===== src/sv/sfidc_pkg.sv =====
`default_nettype none
package sfidc_pkg;

  localparam int unsigned MEAS_W   = 16;          // measurement width, Q8.8
  localparam int unsigned VIN_W    = MEAS_W - 1;  // unsigned input voltage
  localparam int unsigned GAIN_W   = 32;          // Q16.16 gains, Q0.32 step
  localparam int unsigned INTEG_W  = 64;          // Q32.32 integrator
  localparam int unsigned DUTY_W   = 16;
  localparam int unsigned CFG_IDX_W = 4;
  localparam int unsigned IN_DATA_W = 80;         // 79 bits of fields, byte padded
  localparam int unsigned DIV_W    = 80;          // divider dividend/quotient width
  localparam int unsigned DIV_CNT_W = 7;

  // operation codes carried in tuser
  localparam logic [1:0] OP_RUN     = 2'd0;
  localparam logic [1:0] OP_PRELOAD = 2'd1;
  localparam logic [1:0] OP_CLEAR   = 2'd2;

  // config register indexes
  localparam logic [CFG_IDX_W-1:0] CFG_CURRENT_GAIN  = 4'd0;
  localparam logic [CFG_IDX_W-1:0] CFG_VOLTAGE_GAIN  = 4'd1;
  localparam logic [CFG_IDX_W-1:0] CFG_INTEGRAL_GAIN = 4'd2;
  localparam logic [CFG_IDX_W-1:0] CFG_HALF_STEP     = 4'd3;

  localparam logic [31:0] RST_CURRENT_GAIN  = 32'd1321;
  localparam logic [31:0] RST_VOLTAGE_GAIN  = -32'sd5156;
  localparam logic [31:0] RST_INTEGRAL_GAIN = -32'sd303548;
  localparam logic [31:0] RST_HALF_STEP     = 32'd21475;

  // multiplier operand selects
  localparam logic [2:0] MUL_INC    = 3'd0;  // half_step * (err + prev)
  localparam logic [2:0] MUL_HI     = 3'd1;  // kev * integ[63:32]
  localparam logic [2:0] MUL_LO     = 3'd2;  // kev * integ[31:0]
  localparam logic [2:0] MUL_KI     = 3'd3;  // ki * i
  localparam logic [2:0] MUL_KV_V   = 3'd4;  // kv * v
  localparam logic [2:0] MUL_KV_VDC = 3'd5;  // kv * vdc

  // accumulator operations
  localparam logic [2:0] ACC_HOLD    = 3'd0;
  localparam logic [2:0] ACC_LOAD    = 3'd1;
  localparam logic [2:0] ACC_ITERM   = 3'd2;
  localparam logic [2:0] ACC_ADD     = 3'd3;
  localparam logic [2:0] ACC_NEG     = 3'd4;
  localparam logic [2:0] ACC_SUB     = 3'd5;
  localparam logic [2:0] ACC_RATIO   = 3'd6;

  typedef struct packed {
    logic       load;         // capture input beat
    logic       clear;        // clear integrator and previous error
    logic [2:0] mul_sel;
    logic [2:0] acc_op;
    logic       integ_upd;    // saturating integrator update, store error
    logic       div_start;
    logic       div_sel;      // 0: vdc/vin ratio, 1: preload quotient
    logic       preload_fin;  // write preload result to integrator
    logic       out_load;     // capture duty into output register
  } cmd_t;

  typedef struct packed {
    logic div_busy;
  } sts_t;

endpackage
`default_nettype wire


===== src/sv/sfidc_ctrl.sv =====
`default_nettype none
module sfidc_ctrl (
  input  wire logic            clk_i,
  input  wire logic            rst_ni,
  input  wire logic            in_valid_i,
  input  wire logic [1:0]      in_op_i,
  output logic                 in_ready_o,
  output logic                 out_valid_o,
  input  wire logic            out_ready_i,
  output sfidc_pkg::cmd_t      cmd_o,
  input  wire sfidc_pkg::sts_t sts_i
);
  import sfidc_pkg::*;

  localparam logic [3:0] ST_IDLE  = 4'd0;
  localparam logic [3:0] ST_R_INC = 4'd1;
  localparam logic [3:0] ST_R_INT = 4'd2;
  localparam logic [3:0] ST_R_HI  = 4'd3;
  localparam logic [3:0] ST_R_LO  = 4'd4;
  localparam logic [3:0] ST_R_KI  = 4'd5;
  localparam logic [3:0] ST_R_KV  = 4'd6;
  localparam logic [3:0] ST_R_SUM = 4'd7;
  localparam logic [3:0] ST_R_OUT = 4'd8;
  localparam logic [3:0] ST_P_KI  = 4'd9;
  localparam logic [3:0] ST_P_KV  = 4'd10;
  localparam logic [3:0] ST_P_SUB = 4'd11;
  localparam logic [3:0] ST_P_W1  = 4'd12;
  localparam logic [3:0] ST_P_DIV = 4'd13;
  localparam logic [3:0] ST_P_W2  = 4'd14;

  logic [3:0] state_q, state_d;
  logic       ovalid_q, ovalid_d;
  logic       accept;

  assign in_ready_o = (state_q == ST_IDLE);
  assign accept     = in_valid_i && in_ready_o;

  always_comb begin
    state_d  = state_q;
    cmd_o    = '0;
    ovalid_d = ovalid_q && !out_ready_i;
    case (state_q)
      ST_IDLE: begin
        if (accept) begin
          cmd_o.load = 1'b1;
          case (in_op_i)
            OP_RUN:     state_d = ST_R_INC;
            OP_PRELOAD: state_d = ST_P_KI;
            OP_CLEAR:   cmd_o.clear = 1'b1;
            default: ;
          endcase
        end
      end
      ST_R_INC: begin cmd_o.mul_sel = MUL_INC; state_d = ST_R_INT; end
      ST_R_INT: begin cmd_o.integ_upd = 1'b1; state_d = ST_R_HI; end
      ST_R_HI:  begin cmd_o.mul_sel = MUL_HI; state_d = ST_R_LO; end
      ST_R_LO: begin
        cmd_o.acc_op = ACC_LOAD; cmd_o.mul_sel = MUL_LO; state_d = ST_R_KI;
      end
      ST_R_KI: begin
        cmd_o.acc_op = ACC_ITERM; cmd_o.mul_sel = MUL_KI; state_d = ST_R_KV;
      end
      ST_R_KV: begin
        cmd_o.acc_op = ACC_ADD; cmd_o.mul_sel = MUL_KV_V; state_d = ST_R_SUM;
      end
      ST_R_SUM: begin cmd_o.acc_op = ACC_ADD; state_d = ST_R_OUT; end
      ST_R_OUT: begin
        if (!ovalid_q || out_ready_i) begin
          cmd_o.out_load = 1'b1;
          ovalid_d = 1'b1;
          state_d = ST_IDLE;
        end
      end
      ST_P_KI: begin
        cmd_o.div_start = 1'b1; cmd_o.mul_sel = MUL_KI; state_d = ST_P_KV;
      end
      ST_P_KV: begin
        cmd_o.acc_op = ACC_NEG; cmd_o.mul_sel = MUL_KV_VDC; state_d = ST_P_SUB;
      end
      ST_P_SUB: begin cmd_o.acc_op = ACC_SUB; state_d = ST_P_W1; end
      ST_P_W1: begin
        if (!sts_i.div_busy) begin
          cmd_o.acc_op = ACC_RATIO; state_d = ST_P_DIV;
        end
      end
      ST_P_DIV: begin
        cmd_o.div_start = 1'b1; cmd_o.div_sel = 1'b1; state_d = ST_P_W2;
      end
      ST_P_W2: begin
        cmd_o.div_sel = 1'b1;
        if (!sts_i.div_busy) begin
          cmd_o.preload_fin = 1'b1; state_d = ST_IDLE;
        end
      end
      default: state_d = ST_IDLE;
    endcase
  end

  always_ff @(posedge clk_i or negedge rst_ni) begin
    if (!rst_ni) begin
      state_q  <= ST_IDLE;
      ovalid_q <= 1'b0;
    end else begin
      state_q  <= state_d;
      ovalid_q <= ovalid_d;
    end
  end

  assign out_valid_o = ovalid_q;
endmodule
`default_nettype wire

===== config.mk =====
export PLATFORM = sky130hd
export DESIGN_NAME = sfidc_ctrl
export DESIGN_NICKNAME = d
export VERILOG_FILES = /design/src/sv/sfidc_pkg.sv /design/src/sv/sfidc_ctrl.sv
export SDC_FILE = /design/constraint.sdc
export NUM_CORES = 1
export LEC_CHECK = 0
export ABC_AREA = 1
export BUFFER_PORTS_ARGS = -buffer_cell sky130_fd_sc_hd__buf_2
export CAP_MARGIN = 40
export CELL_PAD_IN_SITES_DETAIL_PLACEMENT = 1
export CELL_PAD_IN_SITES_GLOBAL_PLACEMENT = 1
export CORE_ASPECT_RATIO = 0.9
export CORE_MARGIN = 2
export CORE_UTILIZATION = 26
export DETAILED_ROUTE_END_ITERATION = 12
export MAX_ROUTING_LAYER = met4
export PLACE_DENSITY_LB_ADDON = 0.2
export SYNTH_ARGS = -nofsm -noshare
export SYNTH_HDL_FRONTEND = slang
export SYNTH_SLANG_ARGS = --single-unit

===== constraint.sdc =====
create_clock -name clk_i -period 1.05 [get_ports clk_i]
set_input_delay 0.105 -clock clk_i [delete_from_list [all_inputs] [get_ports clk_i]]
set_output_delay 0.105 -clock clk_i [all_outputs]
set_load 0.01 [all_outputs]

==> impl_metrics.py <==
metrics = {
    "status": {
        "run_status": "complete, but fails checks",
        "violations": "setup timing",
    },
    "synth": {
        "synth_xor_area_frac": 0,
        "synth-compound-area-share": 0.0935,
        "synth_top_area_share": 0.260,
        "synth_seq_cells": 5,
        "synthAdderAreaFrac": 0,
        "avgSynthCellArea_um2": 6.02,
        "yosysWarnings": 0,
        "ys_seq_area_frac": 0.260,
        "postSynthCellCount": 80,
        "synthTopCellsByCount": "nand2_1, nor2_1, inv_1",
        "ys.flop_type": "dfrtp_1",
        "netlist_top_cells_area": "dfrtp_1, nand2_1, nor2_1",
        "synth_mux_area_frac": 0,
        "syn_area_um2": 482,
        "synthSimpleGateAreaFrac": 0.512,
        "synth.most_common_cell": "nand2_1",
        "synth_top_family_by_area": "simple AND/OR/NAND/NOR gates",
        "syn_nets": 87,
        "synth_edf_count": 0,
        "synthArstFlopShare": 1.00,
        "yosys.area.top_type": "dfrtp_1",
        "ys_types": 19,
    },
    "final_layout": {
        "seq_area_um2": 130,
        "antenna_cells": 0,
        "fin_area_um2": 913,
        "nets": 134,
        "multi_input_area_um2": 372,
        "fillers": 247,
        "layout-drive-gt1-share": 0.627,
        "area_delta_synth_final_pct": 89.6,
        "layoutNonFillerInstCount": 150,
    },
    "sta": {
        "setup_viol": 18,
        "finalSetupTns_ns": -5.27,
        "finalCritPeriodShare": 1.38,
        "skew_ns": 0.000610,
        "max-slew-margin-rel": 0.834,
        "rsz0062_at_grt": "true",
        "setup_ws_ns": -0.395,
        "period_minus_slack_ns": 1.45,
        "max_freq_mhz": 692,
        "drv_slew": 0,
        "hold_viol_final": 0,
        "worst_pin_slew_ns": 0.247,
    },
    "clock_tree": {
        "clkLatencyLatePin_ns": 0.24,
        "clkSinkCount": 5,
        "htreeDepth": 1,
        "cts_buffer_depth": 2,
        "clock-root-buffer": "clkbuf_4",
        "cts_tree": "built",
        "cts_made_buffers": 3,
        "clk_pin_slew_ns": 0.04,
    },
    "routing": {
        "ant_nets": 0,
        "route.vias.total": 698,
        "drc_errors": 0,
        "wl_per_cell_um": 12.6,
        "routed_via_density": 4.65,
        "drt-initial-drc-count": 5,
        "routed_wl_um": 1900,
        "drt-pass1-iter-count": 2,
    },
    "run": {
        "maxCapViolCount": 0,
    },
    "die": {
        "io_pins": 22,
        "die_width_um": 49.4,
        "start_util": 0.284,
        "coreArea_um2": 1700,
        "dieArea_um2": 2210,
        "die_h_um": 44.8,
        "rows": 14,
    },
    "critical_path": {
        "cp-end-kind": "primary output",
        "start_kind": "flip-flop",
        "r2r_end": "state_q[3]",
        "path_class": "reg2out",
        "rr_startpoint": "state_q[1]",
        "worstPathRequired_ns": 0.94,
        "critPathCapture": "cmd_o[8]",
        "worstPathArrival_ns": 1.34,
        "rrSetupSlack_ns": -0.29,
        "crit_start": "state_q[3]",
        "path_max_fanout": 4,
        "r2r_cells": 7,
    },
    "global_routing": {
        "grt_max_degree": 9,
        "overflow": 0,
        "grt_usage": 0.181,
        "grt_pass1_wl_um": 2890,
        "antenna_found_initial": 0,
        "first_global_vias": 651,
    },
    "placement": {
        "hpwl_um": 1270,
        "place.gp.congestion": 0.772,
        "placed_cells": 136,
        "portBuffers": 21,
        "placed_cell_area_um2": 732,
    },
    "worst_hold_path": {
        "min_path_type": "in2reg",
    },
    "power_and_ir_drop": {
        "irDropWorstVdd_mv": 1.35,
        "power_density_nw_per_um2": 3020,
        "p_leak_nw": 0.516,
        "p_total_mw": 2.76,
    },
}
[layer usage]
metal,track usage,share of wire,vias to the layer above
li1,-,-,342
met1,0.201,0.41,343
met2,0.327,0.56,13
met3,0.0596,0.034,0
met4,0.0333,0,0
met5,-,0,-
[what timing repair did]
item                                    4_1_cts  5_1_grt
endpoints found under the setup margin       19       19
hold buffers                                  1        0
pin swaps                                     2        3
buffers inserted                              5        4
hold endpoints to repair                      5        0
gates resized for setup                       8       16
[metrics by stage]
stage | utilization | hold WS (ns) | setup slack (ns)
after global routing | 0.538 | 0.225 | -0.455
after global placement | 0.431 | -0.0742 | -0.210
final | 0.538 | 0.188 | -0.395
after detailed placement | 0.431 | -0.0693 | -0.249
after CTS | 0.489 | 0.175 | -0.405
after floorplan | - | -0.191 | -0.0335
[kinds of logic (layout without fill, tap and decap cells)]
kind of cell	after synthesis	after routing
DFF	5	5
buffers and inverters	16	62
AOI/OAI and AO/OA	8	8
and+or+nand+nor	51	51
[worst min-delay path by stage]
stage / from / endpoint / slack (ns) / depth (start not counted)
3_5_place_dp: rst_ni / state_q[0] / -0.07 / 1
3_3_place_gp: rst_ni / state_q[0] / -0.07 / 1
5_1_grt: sts_i / state_q[1] / 0.22 / 3
2_1_floorplan: rst_ni / out_valid_o / -0.19 / 0
6_report: out_ready_i / out_valid_o / 0.19 / 4
4_1_cts: sts_i / state_q[1] / 0.17 / 3
[flip-flops by register name, indices dropped and copies added, names as in the netlist]
| name | flops |
|---|---|
| state_q | 4 |
| out_valid_o | 1 |
[final cells by class]
type                       count  share of cell area
timing repair buffer          44               0.329
tap                           24              0.0329
multi-input combinational     59               0.407
sequential                     5               0.142
clock buffer                   4              0.0288
inverter                      14              0.0603
[critical path: stages (launching register included)]
cell      delay (ns)
dfrtp_2         0.44
buf_12          0.15
nor2_4          0.14
inv_2           0.07
o221ai_2        0.15
buf_2           0.15
[layout by cell type, fill, tap and decap left out, types with 2 or more instances in the layout]
| cell type | n |
|---|---|
| a21oi_1 | 2 |
| buf_2 | 21 |
| buf_4 | 19 |
| buf_6 | 2 |
| clkbuf_4 | 3 |
| dfrtp_2 | 4 |
| inv_1 | 9 |
| inv_2 | 4 |
| nand2_1 | 14 |
| nand2_2 | 7 |
| nand2_4 | 2 |
| nand3_1 | 3 |
| nand3_2 | 3 |
| nand4_1 | 2 |
| nor2_1 | 10 |
| nor2_2 | 5 |
| nor2_4 | 3 |
| o21ai_0 | 3 |
[power breakdown]
| group | leakage [nW] | total, mW | switching, mW | internal [mW] |
|---|---|---|---|---|
| clock network | 0.0150 | 0.223 | 0.0794 | 0.144 |
| registers | 0.0583 | 0.485 | 0.189 | 0.297 |
| logic | 0.443 | 2.05 | 1.08 | 0.975 |
| total | 0.516 | 2.76 | 1.34 | 1.42 |
Power figures use the tool's default switching activity.
